--- config.mk ---
export PLATFORM = sky130hd
export DESIGN_NAME = replacement_template_expander
export DESIGN_NICKNAME = d
export VERILOG_FILES = /design/src/rtl/rte_pkg.sv /design/src/rtl/rte_ram.sv /design/src/rtl/rte_front.sv /design/src/rtl/rte_queue.sv /design/src/rtl/rte_back.sv /design/src/rtl/replacement_template_expander.sv
export SDC_FILE = /design/constraint.sdc
export NUM_CORES = 1
export LEC_CHECK = 0
export BUFFER_PORTS_ARGS = -buffer_cell sky130_fd_sc_hd__buf_2
export CORE_UTILIZATION = 63
export CTS_CLUSTER_SIZE = 16
export DETAILED_ROUTE_END_ITERATION = 8
export GPL_TIMING_DRIVEN = 0
export PLACE_DENSITY = 0.88
export SYNTH_ARGS = -nofsm -noshare
export SYNTH_HDL_FRONTEND = slang
export SYNTH_SLANG_ARGS = --single-unit
--- constraint.sdc ---
create_clock -name aclk -period 6.6 [get_ports aclk]
set_clock_uncertainty 0.1 [all_clocks]
set_input_delay 1.32 -clock aclk [delete_from_list [all_inputs] [get_ports aclk]]
set_output_delay 1.32 -clock aclk [all_outputs]
set_load 0.01 [all_outputs]
--- src/rtl/rte_pkg.sv ---
package rte_pkg;

    localparam int MATCH_DEPTH = 64;
    localparam int GROUP_COUNT = 10;
    localparam int QUEUE_DEPTH = 2;

    localparam int ADDR_W = (MATCH_DEPTH > 1) ? $clog2(MATCH_DEPTH) : 1;
    localparam int CNT_W  = $clog2(MATCH_DEPTH + 1);
    localparam int GIDX_W = (GROUP_COUNT > 1) ? $clog2(GROUP_COUNT) : 1;
    localparam int QPTR_W = (QUEUE_DEPTH > 1) ? $clog2(QUEUE_DEPTH) : 1;
    localparam int QCNT_W = $clog2(QUEUE_DEPTH + 1);

    // template characters
    localparam logic [7:0] CH_NUL    = 8'h00;
    localparam logic [7:0] CH_BS     = 8'h08;
    localparam logic [7:0] CH_TAB    = 8'h09;
    localparam logic [7:0] CH_LF     = 8'h0A;
    localparam logic [7:0] CH_FF     = 8'h0C;
    localparam logic [7:0] CH_CR     = 8'h0D;
    localparam logic [7:0] CH_AMP    = 8'h26;
    localparam logic [7:0] CH_ZERO   = 8'h30;
    localparam logic [7:0] CH_NINE   = 8'h39;
    localparam logic [7:0] CH_UP_A   = 8'h41;
    localparam logic [7:0] CH_UP_E   = 8'h45;
    localparam logic [7:0] CH_UP_L   = 8'h4C;
    localparam logic [7:0] CH_UP_U   = 8'h55;
    localparam logic [7:0] CH_UP_Z   = 8'h5A;
    localparam logic [7:0] CH_BSLASH = 8'h5C;
    localparam logic [7:0] CH_LO_A   = 8'h61;
    localparam logic [7:0] CH_LO_B   = 8'h62;
    localparam logic [7:0] CH_LO_E   = 8'h65;
    localparam logic [7:0] CH_LO_F   = 8'h66;
    localparam logic [7:0] CH_LO_L   = 8'h6C;
    localparam logic [7:0] CH_LO_N   = 8'h6E;
    localparam logic [7:0] CH_LO_R   = 8'h72;
    localparam logic [7:0] CH_LO_T   = 8'h74;
    localparam logic [7:0] CH_LO_U   = 8'h75;
    localparam logic [7:0] CH_LO_Z   = 8'h7A;
    localparam logic [7:0] CASE_DIFF = 8'h20;

    typedef enum logic [1:0] {
        FN_START    = 2'd0,
        FN_WR_BYTE  = 2'd1,
        FN_WR_GROUP = 2'd2,
        FN_TEMPLATE = 2'd3
    } func_t;

    typedef enum logic [1:0] {
        CASE_NONE = 2'd0,
        CASE_UP   = 2'd1,
        CASE_DOWN = 2'd2
    } case_t;

    typedef enum logic [2:0] {
        OP_START       = 3'd0,
        OP_WR_BYTE     = 3'd1,
        OP_WR_GROUP    = 3'd2,
        OP_EMIT_CONV   = 3'd3,
        OP_EMIT_RAW    = 3'd4,
        OP_SET_STICKY  = 3'd5,
        OP_SET_ONESHOT = 3'd6,
        OP_COPY        = 3'd7
    } op_t;

    typedef enum logic {
        BK_IDLE = 1'b0,
        BK_COPY = 1'b1
    } back_state_t;

    typedef struct packed {
        op_t          op;
        logic [7:0]   data;
        logic [5:0]   addr;
        logic [3:0]   group;
        logic [5:0]   offset;
        logic [6:0]   length;
        logic         present;
        case_t        dir;
    } cmd_t;

    function automatic logic [7:0] case_convert(input logic [7:0] c,
                                                input case_t one_shot,
                                                input case_t sticky);
        case_t      dir;
        logic [7:0] r;
        dir = (one_shot != CASE_NONE) ? one_shot : sticky;
        r   = c;
        if (dir == CASE_DOWN && c >= CH_UP_A && c <= CH_UP_Z) begin
            r = c + CASE_DIFF;
        end else if (dir == CASE_UP && c >= CH_LO_A && c <= CH_LO_Z) begin
            r = c - CASE_DIFF;
        end
        return r;
    endfunction

endpackage

--- src/rtl/rte_ram.sv ---
module rte_ram #(
    parameter int WIDTH = 8,
    parameter int DEPTH = 64
) (
    input  logic                                       aclk,
    input  logic                                       we,
    input  logic [((DEPTH > 1) ? $clog2(DEPTH) : 1)-1:0] waddr,
    input  logic [WIDTH-1:0]                           wdata,
    input  logic                                       re,
    input  logic [((DEPTH > 1) ? $clog2(DEPTH) : 1)-1:0] raddr,
    output logic [WIDTH-1:0]                           rdata
);

    logic [WIDTH-1:0] mem_reg [DEPTH];
    logic [WIDTH-1:0] rdata_reg;

    always_ff @(posedge aclk) begin
        if (we) begin
            mem_reg[waddr] <= wdata;
        end
        if (re) begin
            rdata_reg <= mem_reg[raddr];
        end
    end

    assign rdata = rdata_reg;

endmodule

--- src/rtl/rte_front.sv ---
module rte_front (
    input  logic              aclk,
    input  logic              aresetn,
    input  logic              s_valid,
    output logic              s_ready,
    input  logic [1:0]        s_func,
    input  logic [7:0]        s_char_value,
    input  logic [5:0]        s_position,
    input  logic [3:0]        s_group_index,
    input  logic [5:0]        s_group_offset,
    input  logic [6:0]        s_group_length,
    input  logic              s_group_present,
    input  logic              q_full,
    output logic              push,
    output rte_pkg::cmd_t     push_cmd
);

    logic          esc_reg;
    logic          esc_next;
    logic          has_op;
    logic          accept;
    rte_pkg::cmd_t cmd;

    assign s_ready = !q_full;
    assign accept  = s_valid && s_ready;
    assign push    = accept && has_op;
    assign push_cmd = cmd;

    always_comb begin
        cmd.op      = rte_pkg::OP_START;
        cmd.data    = s_char_value;
        cmd.addr    = s_position;
        cmd.group   = s_group_index;
        cmd.offset  = s_group_offset;
        cmd.length  = s_group_length;
        cmd.present = s_group_present;
        cmd.dir     = rte_pkg::CASE_NONE;
        has_op      = 1'b1;
        esc_next    = esc_reg;
        unique case (rte_pkg::func_t'(s_func))
            rte_pkg::FN_START: begin
                cmd.op   = rte_pkg::OP_START;
                esc_next = 1'b0;
            end
            rte_pkg::FN_WR_BYTE: begin
                cmd.op = rte_pkg::OP_WR_BYTE;
                has_op = 7'(s_position) < 7'(rte_pkg::MATCH_DEPTH);
            end
            rte_pkg::FN_WR_GROUP: begin
                cmd.op = rte_pkg::OP_WR_GROUP;
                has_op = s_group_index < 4'(rte_pkg::GROUP_COUNT);
            end
            rte_pkg::FN_TEMPLATE: begin
                if (esc_reg) begin
                    esc_next = 1'b0;
                    if (s_char_value >= rte_pkg::CH_ZERO && s_char_value <= rte_pkg::CH_NINE)
                    begin
                        cmd.op    = rte_pkg::OP_COPY;
                        cmd.group = 4'(s_char_value - rte_pkg::CH_ZERO);
                    end else begin
                        cmd.op = rte_pkg::OP_EMIT_RAW;
                        unique case (s_char_value)
                            rte_pkg::CH_UP_U: begin
                                cmd.op  = rte_pkg::OP_SET_STICKY;
                                cmd.dir = rte_pkg::CASE_UP;
                            end
                            rte_pkg::CH_UP_L: begin
                                cmd.op  = rte_pkg::OP_SET_STICKY;
                                cmd.dir = rte_pkg::CASE_DOWN;
                            end
                            rte_pkg::CH_UP_E, rte_pkg::CH_LO_E: begin
                                cmd.op  = rte_pkg::OP_SET_STICKY;
                                cmd.dir = rte_pkg::CASE_NONE;
                            end
                            rte_pkg::CH_LO_U: begin
                                cmd.op  = rte_pkg::OP_SET_ONESHOT;
                                cmd.dir = rte_pkg::CASE_UP;
                            end
                            rte_pkg::CH_LO_L: begin
                                cmd.op  = rte_pkg::OP_SET_ONESHOT;
                                cmd.dir = rte_pkg::CASE_DOWN;
                            end
                            rte_pkg::CH_LO_B: cmd.data = rte_pkg::CH_BS;
                            rte_pkg::CH_LO_F: cmd.data = rte_pkg::CH_FF;
                            rte_pkg::CH_LO_R: cmd.data = rte_pkg::CH_CR;
                            rte_pkg::CH_LO_T: cmd.data = rte_pkg::CH_TAB;
                            rte_pkg::CH_LO_N: cmd.data = rte_pkg::CH_LF;
                            default: cmd.data = s_char_value;
                        endcase
                    end
                end else if (s_char_value == rte_pkg::CH_BSLASH) begin
                    esc_next = 1'b1;
                    has_op   = 1'b0;
                end else if (s_char_value == rte_pkg::CH_AMP) begin
                    cmd.op    = rte_pkg::OP_COPY;
                    cmd.group = 4'd0;
                end else if (s_char_value == rte_pkg::CH_LF || s_char_value == rte_pkg::CH_CR)
                begin
                    cmd.op   = rte_pkg::OP_EMIT_RAW;
                    cmd.data = rte_pkg::CH_LF;
                end else begin
                    cmd.op = rte_pkg::OP_EMIT_CONV;
                end
            end
        endcase
    end

    always_ff @(posedge aclk) begin
        if (!aresetn) begin
            esc_reg <= 1'b0;
        end else if (accept) begin
            esc_reg <= esc_next;
        end
    end

endmodule

--- src/rtl/rte_queue.sv ---
module rte_queue (
    input  logic          aclk,
    input  logic          aresetn,
    input  logic          push,
    input  rte_pkg::cmd_t push_cmd,
    output logic          full,
    input  logic          pop,
    output logic          q_valid,
    output rte_pkg::cmd_t q_cmd
);

    rte_pkg::cmd_t                  mem_reg [rte_pkg::QUEUE_DEPTH];
    logic [rte_pkg::QPTR_W-1:0]     wr_ptr_reg;
    logic [rte_pkg::QPTR_W-1:0]     rd_ptr_reg;
    logic [rte_pkg::QCNT_W-1:0]     count_reg;
    logic [rte_pkg::QPTR_W-1:0]     wr_ptr_next;
    logic [rte_pkg::QPTR_W-1:0]     rd_ptr_next;
    logic [rte_pkg::QCNT_W-1:0]     count_next;

    assign full    = count_reg == rte_pkg::QCNT_W'(rte_pkg::QUEUE_DEPTH);
    assign q_valid = count_reg != '0;
    assign q_cmd   = mem_reg[rd_ptr_reg];

    always_comb begin
        wr_ptr_next = wr_ptr_reg;
        rd_ptr_next = rd_ptr_reg;
        count_next  = count_reg;
        if (push) begin
            wr_ptr_next = (wr_ptr_reg == rte_pkg::QPTR_W'(rte_pkg::QUEUE_DEPTH - 1)) ?
                          '0 : wr_ptr_reg + 1'b1;
        end
        if (pop) begin
            rd_ptr_next = (rd_ptr_reg == rte_pkg::QPTR_W'(rte_pkg::QUEUE_DEPTH - 1)) ?
                          '0 : rd_ptr_reg + 1'b1;
        end
        if (push && !pop) begin
            count_next = count_reg + 1'b1;
        end else if (pop && !push) begin
            count_next = count_reg - 1'b1;
        end
    end

    always_ff @(posedge aclk) begin
        if (push) begin
            mem_reg[wr_ptr_reg] <= push_cmd;
        end
    end

    always_ff @(posedge aclk) begin
        if (!aresetn) begin
            wr_ptr_reg <= '0;
            rd_ptr_reg <= '0;
            count_reg  <= '0;
        end else begin
            wr_ptr_reg <= wr_ptr_next;
            rd_ptr_reg <= rd_ptr_next;
            count_reg  <= count_next;
        end
    end

    a_no_overflow: assert property (@(posedge aclk) disable iff (!aresetn)
        push |-> !full)
        else $error("command queue written while full");

    a_no_underflow: assert property (@(posedge aclk) disable iff (!aresetn)
        pop |-> q_valid)
        else $error("command queue read while empty");

endmodule

--- src/rtl/rte_back.sv ---
module rte_back (
    input  logic          aclk,
    input  logic          aresetn,
    input  logic          q_valid,
    input  rte_pkg::cmd_t q_cmd,
    output logic          pop,
    output logic          m_valid,
    input  logic          m_ready,
    output logic [7:0]    m_out_byte,
    output logic          m_status,
    output logic          m_last_of_run
);

    localparam int AW = rte_pkg::ADDR_W;
    localparam int CW = rte_pkg::CNT_W;
    localparam int GC = rte_pkg::GROUP_COUNT;

    rte_pkg::back_state_t state_reg, state_next;

    logic [5:0]    grp_start_reg [GC];
    logic [5:0]    grp_start_next [GC];
    logic [6:0]    grp_size_reg [GC];
    logic [6:0]    grp_size_next [GC];
    logic [GC-1:0] grp_valid_reg, grp_valid_next;

    rte_pkg::case_t one_shot_reg, one_shot_next;
    rte_pkg::case_t sticky_reg, sticky_next;
    logic           aborted_reg, aborted_next;

    logic [AW-1:0] rd_addr_reg, rd_addr_next;
    logic [CW-1:0] rd_left_reg, rd_left_next;
    logic [CW-1:0] out_left_reg, out_left_next;
    logic          data_vld_reg, data_vld_next;

    logic          m_valid_reg, m_valid_next;
    logic [7:0]    m_byte_reg, m_byte_next;
    logic          m_status_reg, m_status_next;
    logic          m_last_reg, m_last_next;

    logic                 can_out;
    logic [rte_pkg::GIDX_W-1:0] gi;
    logic                 g_ok;
    logic [5:0]           g_off;
    logic [6:0]           g_len;
    logic [6:0]           avail;
    logic [CW-1:0]        eff_len;
    logic                 needs_out;
    logic                 idle_go;
    logic                 start_copy;
    logic                 consume;
    logic                 issue;
    logic                 copy_done;
    logic                 ram_we;
    logic                 ram_re;
    logic [7:0]           ram_rdata;
    logic                 case_active;

    rte_ram #(
        .WIDTH (8),
        .DEPTH (rte_pkg::MATCH_DEPTH)
    ) u_match_store (
        .aclk  (aclk),
        .we    (ram_we),
        .waddr (q_cmd.addr[AW-1:0]),
        .wdata (q_cmd.data),
        .re    (ram_re),
        .raddr (rd_addr_reg),
        .rdata (ram_rdata)
    );

    assign can_out = !m_valid_reg || m_ready;

    // group lookup and clipping against the store
    assign gi    = q_cmd.group[rte_pkg::GIDX_W-1:0];
    assign g_ok  = (q_cmd.group < 4'(GC)) && grp_valid_reg[gi];
    assign g_off = grp_start_reg[gi];
    assign g_len = grp_size_reg[gi];
    assign avail = 7'(rte_pkg::MATCH_DEPTH) - 7'(g_off);

    always_comb begin
        if (!g_ok || 7'(g_off) >= 7'(rte_pkg::MATCH_DEPTH)) begin
            eff_len = '0;
        end else if (g_len > avail) begin
            eff_len = CW'(avail);
        end else begin
            eff_len = CW'(g_len);
        end
    end

    assign needs_out = (q_cmd.op == rte_pkg::OP_EMIT_CONV || q_cmd.op == rte_pkg::OP_EMIT_RAW)
                       && !aborted_reg;
    assign idle_go    = (state_reg == rte_pkg::BK_IDLE) && q_valid && (!needs_out || can_out);
    assign pop        = idle_go;
    assign start_copy = idle_go && q_cmd.op == rte_pkg::OP_COPY && !aborted_reg
                        && eff_len != '0;

    assign consume   = (state_reg == rte_pkg::BK_COPY) && data_vld_reg && can_out;
    assign issue     = (state_reg == rte_pkg::BK_COPY) && rd_left_reg != '0
                       && (!data_vld_reg || consume);
    assign copy_done = consume && (ram_rdata == rte_pkg::CH_NUL || out_left_reg == CW'(1));
    assign ram_re    = issue;
    assign case_active = one_shot_reg != rte_pkg::CASE_NONE || sticky_reg != rte_pkg::CASE_NONE;

    always_comb begin
        state_next = state_reg;
        unique case (state_reg)
            rte_pkg::BK_IDLE: begin
                if (start_copy) begin
                    state_next = rte_pkg::BK_COPY;
                end
            end
            rte_pkg::BK_COPY: begin
                if (copy_done) begin
                    state_next = rte_pkg::BK_IDLE;
                end
            end
        endcase
    end

    always_comb begin
        grp_start_next = grp_start_reg;
        grp_size_next  = grp_size_reg;
        grp_valid_next = grp_valid_reg;
        one_shot_next  = one_shot_reg;
        sticky_next    = sticky_reg;
        aborted_next   = aborted_reg;
        rd_addr_next   = rd_addr_reg;
        rd_left_next   = rd_left_reg;
        out_left_next  = out_left_reg;
        data_vld_next  = data_vld_reg;
        m_valid_next   = m_valid_reg && !m_ready;
        m_byte_next    = m_byte_reg;
        m_status_next  = m_status_reg;
        m_last_next    = m_last_reg;
        ram_we         = 1'b0;
        unique case (state_reg)
            rte_pkg::BK_IDLE: begin
                if (idle_go) begin
                    unique case (q_cmd.op)
                        rte_pkg::OP_START: begin
                            one_shot_next = rte_pkg::CASE_NONE;
                            sticky_next   = rte_pkg::CASE_NONE;
                            aborted_next  = 1'b0;
                        end
                        rte_pkg::OP_WR_BYTE: begin
                            ram_we = 1'b1;
                        end
                        rte_pkg::OP_WR_GROUP: begin
                            grp_start_next[gi] = q_cmd.offset;
                            grp_size_next[gi]  = q_cmd.length;
                            grp_valid_next[gi] = q_cmd.present;
                        end
                        rte_pkg::OP_EMIT_CONV: begin
                            if (!aborted_reg) begin
                                m_valid_next  = 1'b1;
                                m_byte_next   = rte_pkg::case_convert(q_cmd.data,
                                                                     one_shot_reg, sticky_reg);
                                m_status_next = 1'b0;
                                m_last_next   = 1'b1;
                                if (case_active) begin
                                    one_shot_next = rte_pkg::CASE_NONE;
                                end
                            end
                        end
                        rte_pkg::OP_EMIT_RAW: begin
                            if (!aborted_reg) begin
                                m_valid_next  = 1'b1;
                                m_byte_next   = q_cmd.data;
                                m_status_next = 1'b0;
                                m_last_next   = 1'b1;
                            end
                        end
                        rte_pkg::OP_SET_STICKY: begin
                            if (!aborted_reg) begin
                                sticky_next = q_cmd.dir;
                            end
                        end
                        rte_pkg::OP_SET_ONESHOT: begin
                            if (!aborted_reg) begin
                                one_shot_next = q_cmd.dir;
                            end
                        end
                        rte_pkg::OP_COPY: begin
                            if (start_copy) begin
                                rd_addr_next  = g_off[AW-1:0];
                                rd_left_next  = eff_len;
                                out_left_next = eff_len;
                                data_vld_next = 1'b0;
                            end
                        end
                    endcase
                end
            end
            rte_pkg::BK_COPY: begin
                if (issue) begin
                    rd_addr_next = rd_addr_reg + 1'b1;
                    rd_left_next = rd_left_reg - 1'b1;
                end
                data_vld_next = issue || (data_vld_reg && !consume);
                if (consume) begin
                    m_valid_next = 1'b1;
                    if (ram_rdata == rte_pkg::CH_NUL) begin
                        // bad byte in group ends the whole expansion
                        m_byte_next   = 8'h00;
                        m_status_next = 1'b1;
                        m_last_next   = 1'b1;
                        aborted_next  = 1'b1;
                        data_vld_next = 1'b0;
                    end else begin
                        m_status_next = 1'b0;
                        m_last_next   = out_left_reg == CW'(1);
                        out_left_next = out_left_reg - 1'b1;
                        if (ram_rdata == rte_pkg::CH_LF) begin
                            m_byte_next = rte_pkg::CH_LF;
                        end else begin
                            m_byte_next = rte_pkg::case_convert(ram_rdata,
                                                               one_shot_reg, sticky_reg);
                            if (case_active) begin
                                one_shot_next = rte_pkg::CASE_NONE;
                            end
                        end
                    end
                end
            end
        endcase
    end

    always_ff @(posedge aclk) begin
        if (!aresetn) begin
            state_reg     <= rte_pkg::BK_IDLE;
            grp_start_reg <= '{default: '0};
            grp_size_reg  <= '{default: '0};
            grp_valid_reg <= '0;
            one_shot_reg  <= rte_pkg::CASE_NONE;
            sticky_reg    <= rte_pkg::CASE_NONE;
            aborted_reg   <= 1'b0;
            rd_left_reg   <= '0;
            out_left_reg  <= '0;
            data_vld_reg  <= 1'b0;
            m_valid_reg   <= 1'b0;
        end else begin
            state_reg     <= state_next;
            grp_start_reg <= grp_start_next;
            grp_size_reg  <= grp_size_next;
            grp_valid_reg <= grp_valid_next;
            one_shot_reg  <= one_shot_next;
            sticky_reg    <= sticky_next;
            aborted_reg   <= aborted_next;
            rd_left_reg   <= rd_left_next;
            out_left_reg  <= out_left_next;
            data_vld_reg  <= data_vld_next;
            m_valid_reg   <= m_valid_next;
        end
    end

    always_ff @(posedge aclk) begin
        rd_addr_reg  <= rd_addr_next;
        m_byte_reg   <= m_byte_next;
        m_status_reg <= m_status_next;
        m_last_reg   <= m_last_next;
    end

    assign m_valid       = m_valid_reg;
    assign m_out_byte    = m_byte_reg;
    assign m_status      = m_status_reg;
    assign m_last_of_run = m_last_reg;

    a_copy_not_aborted: assert property (@(posedge aclk) disable iff (!aresetn)
        (state_reg == rte_pkg::BK_COPY) |-> !aborted_reg)
        else $error("group copy running after abort");

    a_copy_count: assert property (@(posedge aclk) disable iff (!aresetn)
        (state_reg == rte_pkg::BK_COPY) |->
        ((CW+1)'(out_left_reg) == (CW+1)'(rd_left_reg) + (CW+1)'(data_vld_reg)))
        else $error("copy read and output counts out of step");

    a_copy_nonempty: assert property (@(posedge aclk) disable iff (!aresetn)
        (state_reg == rte_pkg::BK_COPY) |-> out_left_reg != '0)
        else $error("copy running with nothing left to send");

    a_error_word: assert property (@(posedge aclk) disable iff (!aresetn)
        (m_valid_reg && m_status_reg) |-> (m_last_reg && m_byte_reg == 8'h00))
        else $error("error word not final or not zero");

endmodule

--- src/rtl/replacement_template_expander.sv ---
// replacement template expander
// input channel s_*: one word per command. s_func selects start, match byte
// write, group bounds write or template character; the other fields carry
// that command's operands. load the match bytes and group bounds, issue a
// start, then stream the template characters.
// result channel m_*: one expanded byte per word; m_last_of_run marks the
// final word caused by one input word, m_status flags a NUL met in a group.
// a front decoder handles escapes and feeds a two-word command queue; the
// back end executes commands and owns the match store and case state.
// a plain character passes through the command queue and the output
// register to m_*; a group copy enters the copy state and then gives
// one byte per cycle while the receiver is ready, paced by the match
// store's registered read. throughput: one word per cycle on both sides
// while the receiver is ready; a group copy holds the queue while it runs.
// reset clears group bounds, case state, pending escape and abort flag; the
// match store is not cleared and must be written before use.
// a stalled receiver holds the output register; the queue then fills and
// s_ready drops after two more words.
module replacement_template_expander (
    input  logic       aclk,
    input  logic       aresetn,
    input  logic       s_valid,
    output logic       s_ready,
    input  logic [1:0] s_func,
    input  logic [7:0] s_char_value,
    input  logic [5:0] s_position,
    input  logic [3:0] s_group_index,
    input  logic [5:0] s_group_offset,
    input  logic [6:0] s_group_length,
    input  logic       s_group_present,
    output logic       m_valid,
    input  logic       m_ready,
    output logic [7:0] m_out_byte,
    output logic       m_status,
    output logic       m_last_of_run
);

    logic          push;
    rte_pkg::cmd_t push_cmd;
    logic          q_full;
    logic          pop;
    logic          q_valid;
    rte_pkg::cmd_t q_cmd;

    rte_front u_front (
        .aclk            (aclk),
        .aresetn         (aresetn),
        .s_valid         (s_valid),
        .s_ready         (s_ready),
        .s_func          (s_func),
        .s_char_value    (s_char_value),
        .s_position      (s_position),
        .s_group_index   (s_group_index),
        .s_group_offset  (s_group_offset),
        .s_group_length  (s_group_length),
        .s_group_present (s_group_present),
        .q_full          (q_full),
        .push            (push),
        .push_cmd        (push_cmd)
    );

    rte_queue u_queue (
        .aclk     (aclk),
        .aresetn  (aresetn),
        .push     (push),
        .push_cmd (push_cmd),
        .full     (q_full),
        .pop      (pop),
        .q_valid  (q_valid),
        .q_cmd    (q_cmd)
    );

    rte_back u_back (
        .aclk          (aclk),
        .aresetn       (aresetn),
        .q_valid       (q_valid),
        .q_cmd         (q_cmd),
        .pop           (pop),
        .m_valid       (m_valid),
        .m_ready       (m_ready),
        .m_out_byte    (m_out_byte),
        .m_status      (m_status),
        .m_last_of_run (m_last_of_run)
    );

endmodule
# == Word level (Yosys, flattened, before mapping) ==
# Memory sizes are Yosys's and may differ from the RTL's. A register that Yosys moved wholly into a read port is not among the register bits.
# Cells that the tools add are included.
# totals
regBits,183
mem_bits_rw,586
inputBits,38
out_inout_bits,12
mem_count,2
# memory_table
name,words,width,rd,rd_ports_with_merged_regs,write_ports,line,source
u_back.u_match_store.mem_reg,64,8,1,1,1,rte_ram.sv:14,logic [WIDTH-1:0] mem_reg [DEPTH];
u_queue.mem_reg,2,37,1,1,1,rte_queue.sv:12,rte_pkg::cmd_t mem_reg [rte_pkg::QUEUE_DEPTH];
# op_classes
add_sub_neg,13
n_lt_le_gt_ge,17
eq_ne,47
muxes,126
bitwise,2
reduce_logical,72
# op_table
cell,count
$mux 8,14
$eq 8x7->1 const B,12
$mux 7,11
$bwmux 70,1
$bwmux 60,1
$mux 1,42
$mux 6,7
$pmux 8 s5,1
$ge 8x7->1 const B,4
$le 8x7->1 const B,4
$pmux 8 s2,2
$logic_and 1x1->1,29
$bmux 7 s4,1
$demux 7 s4,1
$mux 2,14
$pmux 7 s2,2
$bmux 6 s4,1
$demux 6 s4,1
$eq 8x4->1 const B,3
$mux 11,2
$mux 4,5
$ne 2x2->1 const B,10
$add 8x6->8 const B,2
$pmux 1 s2,8
51 further kinds,99

# == Longest topological paths before layout ==
# logic_depth
ltp_word,14
mapped_depth,23

# == Modules after synthesis ==
# A second synthesis with hierarchy kept.
# unflattened
cells_unflattened,2187
area_unflattened_um2,33080.5
# by_module_without_submodules
module,n_inst,cells_per_inst,area_each_um2,seq_area_each_um2
rte_ram,1,972,20270.7,15615.0
rte_back,1,954,9047.4,3723.6
rte_queue,1,137,2899.0,2322.2
rte_front,1,124,863.3,20.0

# == Least setup slack after synthesis ==
# OpenSTA, ideal clock, no wires.
# synth_path
path_kind,flip-flop to flip-flop
startpoint,memory u_queue.mem_reg[0][16] in the netlist's numbering
endpoint,register u_back.rd_left_reg[6]
setup_time_ps,120
t_arrival_ps,4870
path_slack_ps,1510
stages_incl_launch_ff,24
path_buffers,3
period_less_slack_ps,5090
cell_sequence,edfxtp_1 > buf_2 > or3b_2 > buf_2 > a21boi_0 > nor4_1 > o221a_2 > ha_1 > o21a_1 > nand3_1 > nor2_1 > xnor2_1 > ha_1 > o21a_1 > o21ai_0 > a32oi_1 > o21ai_1 > or4_4 > nand4_2 > o311ai_4 > o41ai_4 > buf_6 > nor3_1 > a211o_1
# synth_rtl
item,line,source
from (decl),rte_queue.sv:12,
to (signal assigned),rte_back.sv:249,rd_left_reg <= rd_left_next;
to (decl),rte_back.sv:31,"logic [CW-1:0] rd_left_reg, rd_left_next;"

==> impl_metrics.csv <==
group,metric,value,unit
run_status,status,"finished with violations",
run_status,violations,"max-capacitance violations, max-slew violations",
global_route,grtUsageTotal,36.7,%
finish,largest_reg_flops,512,
finish,syn_to_final_growth,11.5,%
place,port_buffers,47,
route,detail_route.first_pass.iterations,9,
setup_path,crit_required,6.99,ns
floorplanning,start_util,64.2,%
clock_tree,cts.clk_slew.worst_paths,0.07,ns
global_route,grt_antenna_before_repair,3,
synthesis,yosysSeqAreaShare,66.9,%
synthesis,synth-warning-count,0,
clock_tree,clkSinkCount,778,
route,wire_per_inst,32.3,um
route,drt_iter0_drc,3363,
timing,finalSetupViolCount,0,
route,drc_errors,0,
power,power_frac_clock,35.6,%
power,finalPower,12.5,mW
synthesis,synth_edf_count,610,
timing,max_freq,159,MHz
synthesis,synthCells,2076,
power,peakVddDrop,0.395,mV
clock_tree,cts_tree,"yes",
power,pwr-share-seq,46.2,%
timing,slew_headroom,-3.25,%
timing,tightest_slew,1.55,ns
timing,finalCritPeriodShare,95.1,%
timing,fin_crit,6.28,ns
finish,final_nets,2266,
setup_path,cp_max_fo,10,
power,p_per_area,347,nW/um2
timing,rsz0062_at_grt,"no",
floorplanning,coreArea,50500,um2
clock_tree,holdBufCountCts,0,
synthesis,synth.avg_cell_area,15.6,um2
global_route,grt_pass1_vias,20900,
floorplanning,die_h,229,um
finish,drive_gt1_share,18.3,%
clock_tree,cts.path.max_buffers,3,
route,antenna_left,0,
timing,hold_ws,0.396,ns
synthesis,synth_cell_types,84,
synthesis,synthArstFlopShare,0,%
place,gp_congestion,0.942,
synthesis,synthesis.area,32400,um2
clock_tree,htreeDepth,3,
power,p_comb_share,18.1,%
clock_tree,clock_latency,0.65,ns
synthesis,ys.flop_type,"edfxtp_1",
floorplanning,std_cell_rows,82,
power,switchingPower,3.66,mW
power,p_sw_share,29.2,%
route,drt-vias-per-instance,7.31,
setup_path,cp_slowest_cell,"or4_4",
setup_path,arrival,6.66,ns
finish,seq_area,21700,um2
place,dpl.hpwl,56800,um
global_route,grt_pass1_wl,139000,um
synthesis,yosys_register_bits,778,
run,cap_violations,1,
floorplanning,ioPinCount,50,
timing,tns,0,ns
route,vias,21500,
timing,finalMaxSlewViolations,67,
finish,multi_input_area,10200,um2
setup_path,cp_slowest_stage_delay,0.57,ns
setup_path,path_cells,"clkbuf_1, nand3b_1, buf_2, a21boi_0, o41ai_1, o221a_2, ha_1, o21a_1, nand3_1, nor2_1, xnor2_1, ha_1, o21a_1, o21ai_0, a32oi_2, o21ai_2, or4_4, nand4_2, o311ai_4, o41ai_4, buf_6, nor3_1, a211o_1",
global_route,grt-ovfl-total,0,
route,drt-total-wl,95100,um
setup_path,path_class,"reg -> reg",
power,power.internal,8.86,mW
timing,hold_violations,0,
clock_tree,numCtsBuffers,77,
floorplanning,die_w,229,um
setup_path,worstSetupEndpointType,"flop",
finish,nFillCells,2943,
synthesis,syn-num-nets,2135,
floorplanning,dieArea,52400,um2
setup_path,worstSetupStartpointType,"flop",
power,p_leak,11.3,nW
clock_tree,cts_root_buf,"clkbuf_16",
global_route,grt_max_degree,69,
worst_hold_path,holdCritPathClass,"reg -> reg",
## cell usage after synthesis (5+ instances only)
library cell / count / share of area [%]
edfxtp_1: 610 / 57
nor2_1: 258 / 3.0
mux4_2: 176 / 12
dfxtp_1: 168 / 10
a211oi_1: 149 / 3.5
clkbuf_1: 87 / 1.0
nand2_1: 71 / 0.82
a21oi_1: 50 / 0.77
mux2i_1: 41 / 1.3
o21ai_0: 38 / 0.59
inv_1: 37 / 0.43
a21boi_0: 24 / 0.56
ha_1: 21 / 0.81
buf_1: 19 / 0.22
nand3_1: 19 / 0.29
o22ai_1: 18 / 0.35
mux2_2: 17 / 0.59
nor3_1: 17 / 0.26
nand2b_1: 14 / 0.27
or3_1: 14 / 0.27
nor2b_1: 13 / 0.25
nor4_1: 12 / 0.23
xor2_1: 12 / 0.32
buf_2: 10 / 0.15
nor3_2: 10 / 0.31
o21a_1: 10 / 0.23
xnor2_1: 10 / 0.27
a22o_1: 9 / 0.24
o32ai_1: 9 / 0.24
and2_1: 8 / 0.15
nand3b_1: 7 / 0.16
nor3b_1: 7 / 0.16
o211ai_1: 7 / 0.16
o41ai_1: 6 / 0.16
a221oi_1: 5 / 0.14
## critical path, delay by kind of cell, from the launching register on
kind,cells,cell delay [ns]
AOI/OAI and AO/OA,11,2.76
xor gates and xnor gates,1,0.12
and+or+nand+nor,6,1.35
adders and majority gates,2,0.55
DFF,1,0.44
buffers and inverters,3,0.81
## final cells by class
cell class | count | area share [%]
flip-flops and latches | 778 | 60.0
multi-input cells | 1140 | 28.1
clock buffers | 99 | 5.79
well taps | 672 | 2.33
plain buffers | 120 | 1.36
clock inverters | 40 | 1.14
repair buffers | 52 | 0.859
inverters | 38 | 0.395
diodes | 2 | 0.0139
## power by group through the flow
| stage | clock network [mW] | registers, mW | logic, mW |
|---|---|---|---|
| final | 4.46 | 5.79 | 2.27 |
| after global routing | 4.63 | 5.79 | 2.36 |
| after CTS | 4.45 | 5.79 | 2.17 |
| after detailed placement | 0 | 5.89 | 2.11 |
| after global placement | 0 | 5.89 | 1.98 |
| after floorplan | 0 | 5.86 | 1.37 |
## stage by stage
stage	instances	setup WS [ns]	util, %	cell area, um2
detailed placement	2798	0.151	66.5	33600
CTS	2937	0.0524	71.4	36100
global placement	2795	0.249	66.3	33500
finish	2941	0.323	71.6	36100
floorplan	2076	1.51	-	32400
global route	2940	0.109	71.6	36100
## cell usage in the layout, fill, tap and decap left out, types with 18 or more instances in the layout
cell type and count:
o22ai_1 18, clkbuf_1 104, o21ai_0 37, edfxtp_1 610
mux4_2 176, nand3_1 18, buf_1 19, clkbuf_16 80
a21oi_1 50, inv_1 35, dfxtp_1 168, mux2i_1 40
a21boi_0 24, nor2_1 258, ha_1 21, a211oi_1 149
nand2_1 71, buf_2 57
## logic make-up (layout without fill, tap and decap cells)
| kind of cell | count (synthesis) | count (layout) | synth area share, % |
|---|---|---|---|
| multiplexers | 236 | 236 | 14.2 |
| AO/OA/AOI/OAI | 383 | 383 | 8.66 |
| other | 0 | 2 | 0 |
| AND/OR/NAND/NOR | 478 | 478 | 6.90 |
| flip-flops | 778 | 778 | 66.9 |
| adder cells (fa/ha/maj) | 21 | 21 | 0.811 |
| buffers and inverters | 158 | 349 | 1.96 |
| XOR/XNOR | 22 | 22 | 0.595 |
## repair_timing
item	in CTS	in global routing
buffers inserted	0	2
endpoints found under the setup margin	0	21
resized for setup	0	7
## worst paths after layout
| kind | from | to | slack, ns | depth (start not counted) |
|---|---|---|---|---|
| worst max-delay path | u_queue.mem_reg[1][16] | u_back.rd_left_reg[6] | 0.32 | 23 |
| worst min-delay path | u_back.grp_start_reg[32] | u_back.grp_start_reg[32] | 0.40 | 2 |
| worst max register to register | u_queue.mem_reg[1][16] | u_back.rd_left_reg[6] | 0.32 | 23 |
| worst min register to register | u_back.grp_start_reg[32] | u_back.grp_start_reg[32] | 0.40 | 2 |
## metal layers
| layer | wire length [um] | global-route usage (%) | vias to the layer above |
|---|---|---|---|
| met4 | 6840 | 21.8 | 2 |
| met1 | 32100 | 45.7 | 10600 |
| met5 | 13 | 0 | - |
| li1 | - | - | 8520 |
| met3 | 10400 | 8.33 | 475 |
| met2 | 45800 | 59.1 | 1925 |
Note: power is estimated with default switching activity, not from simulation.
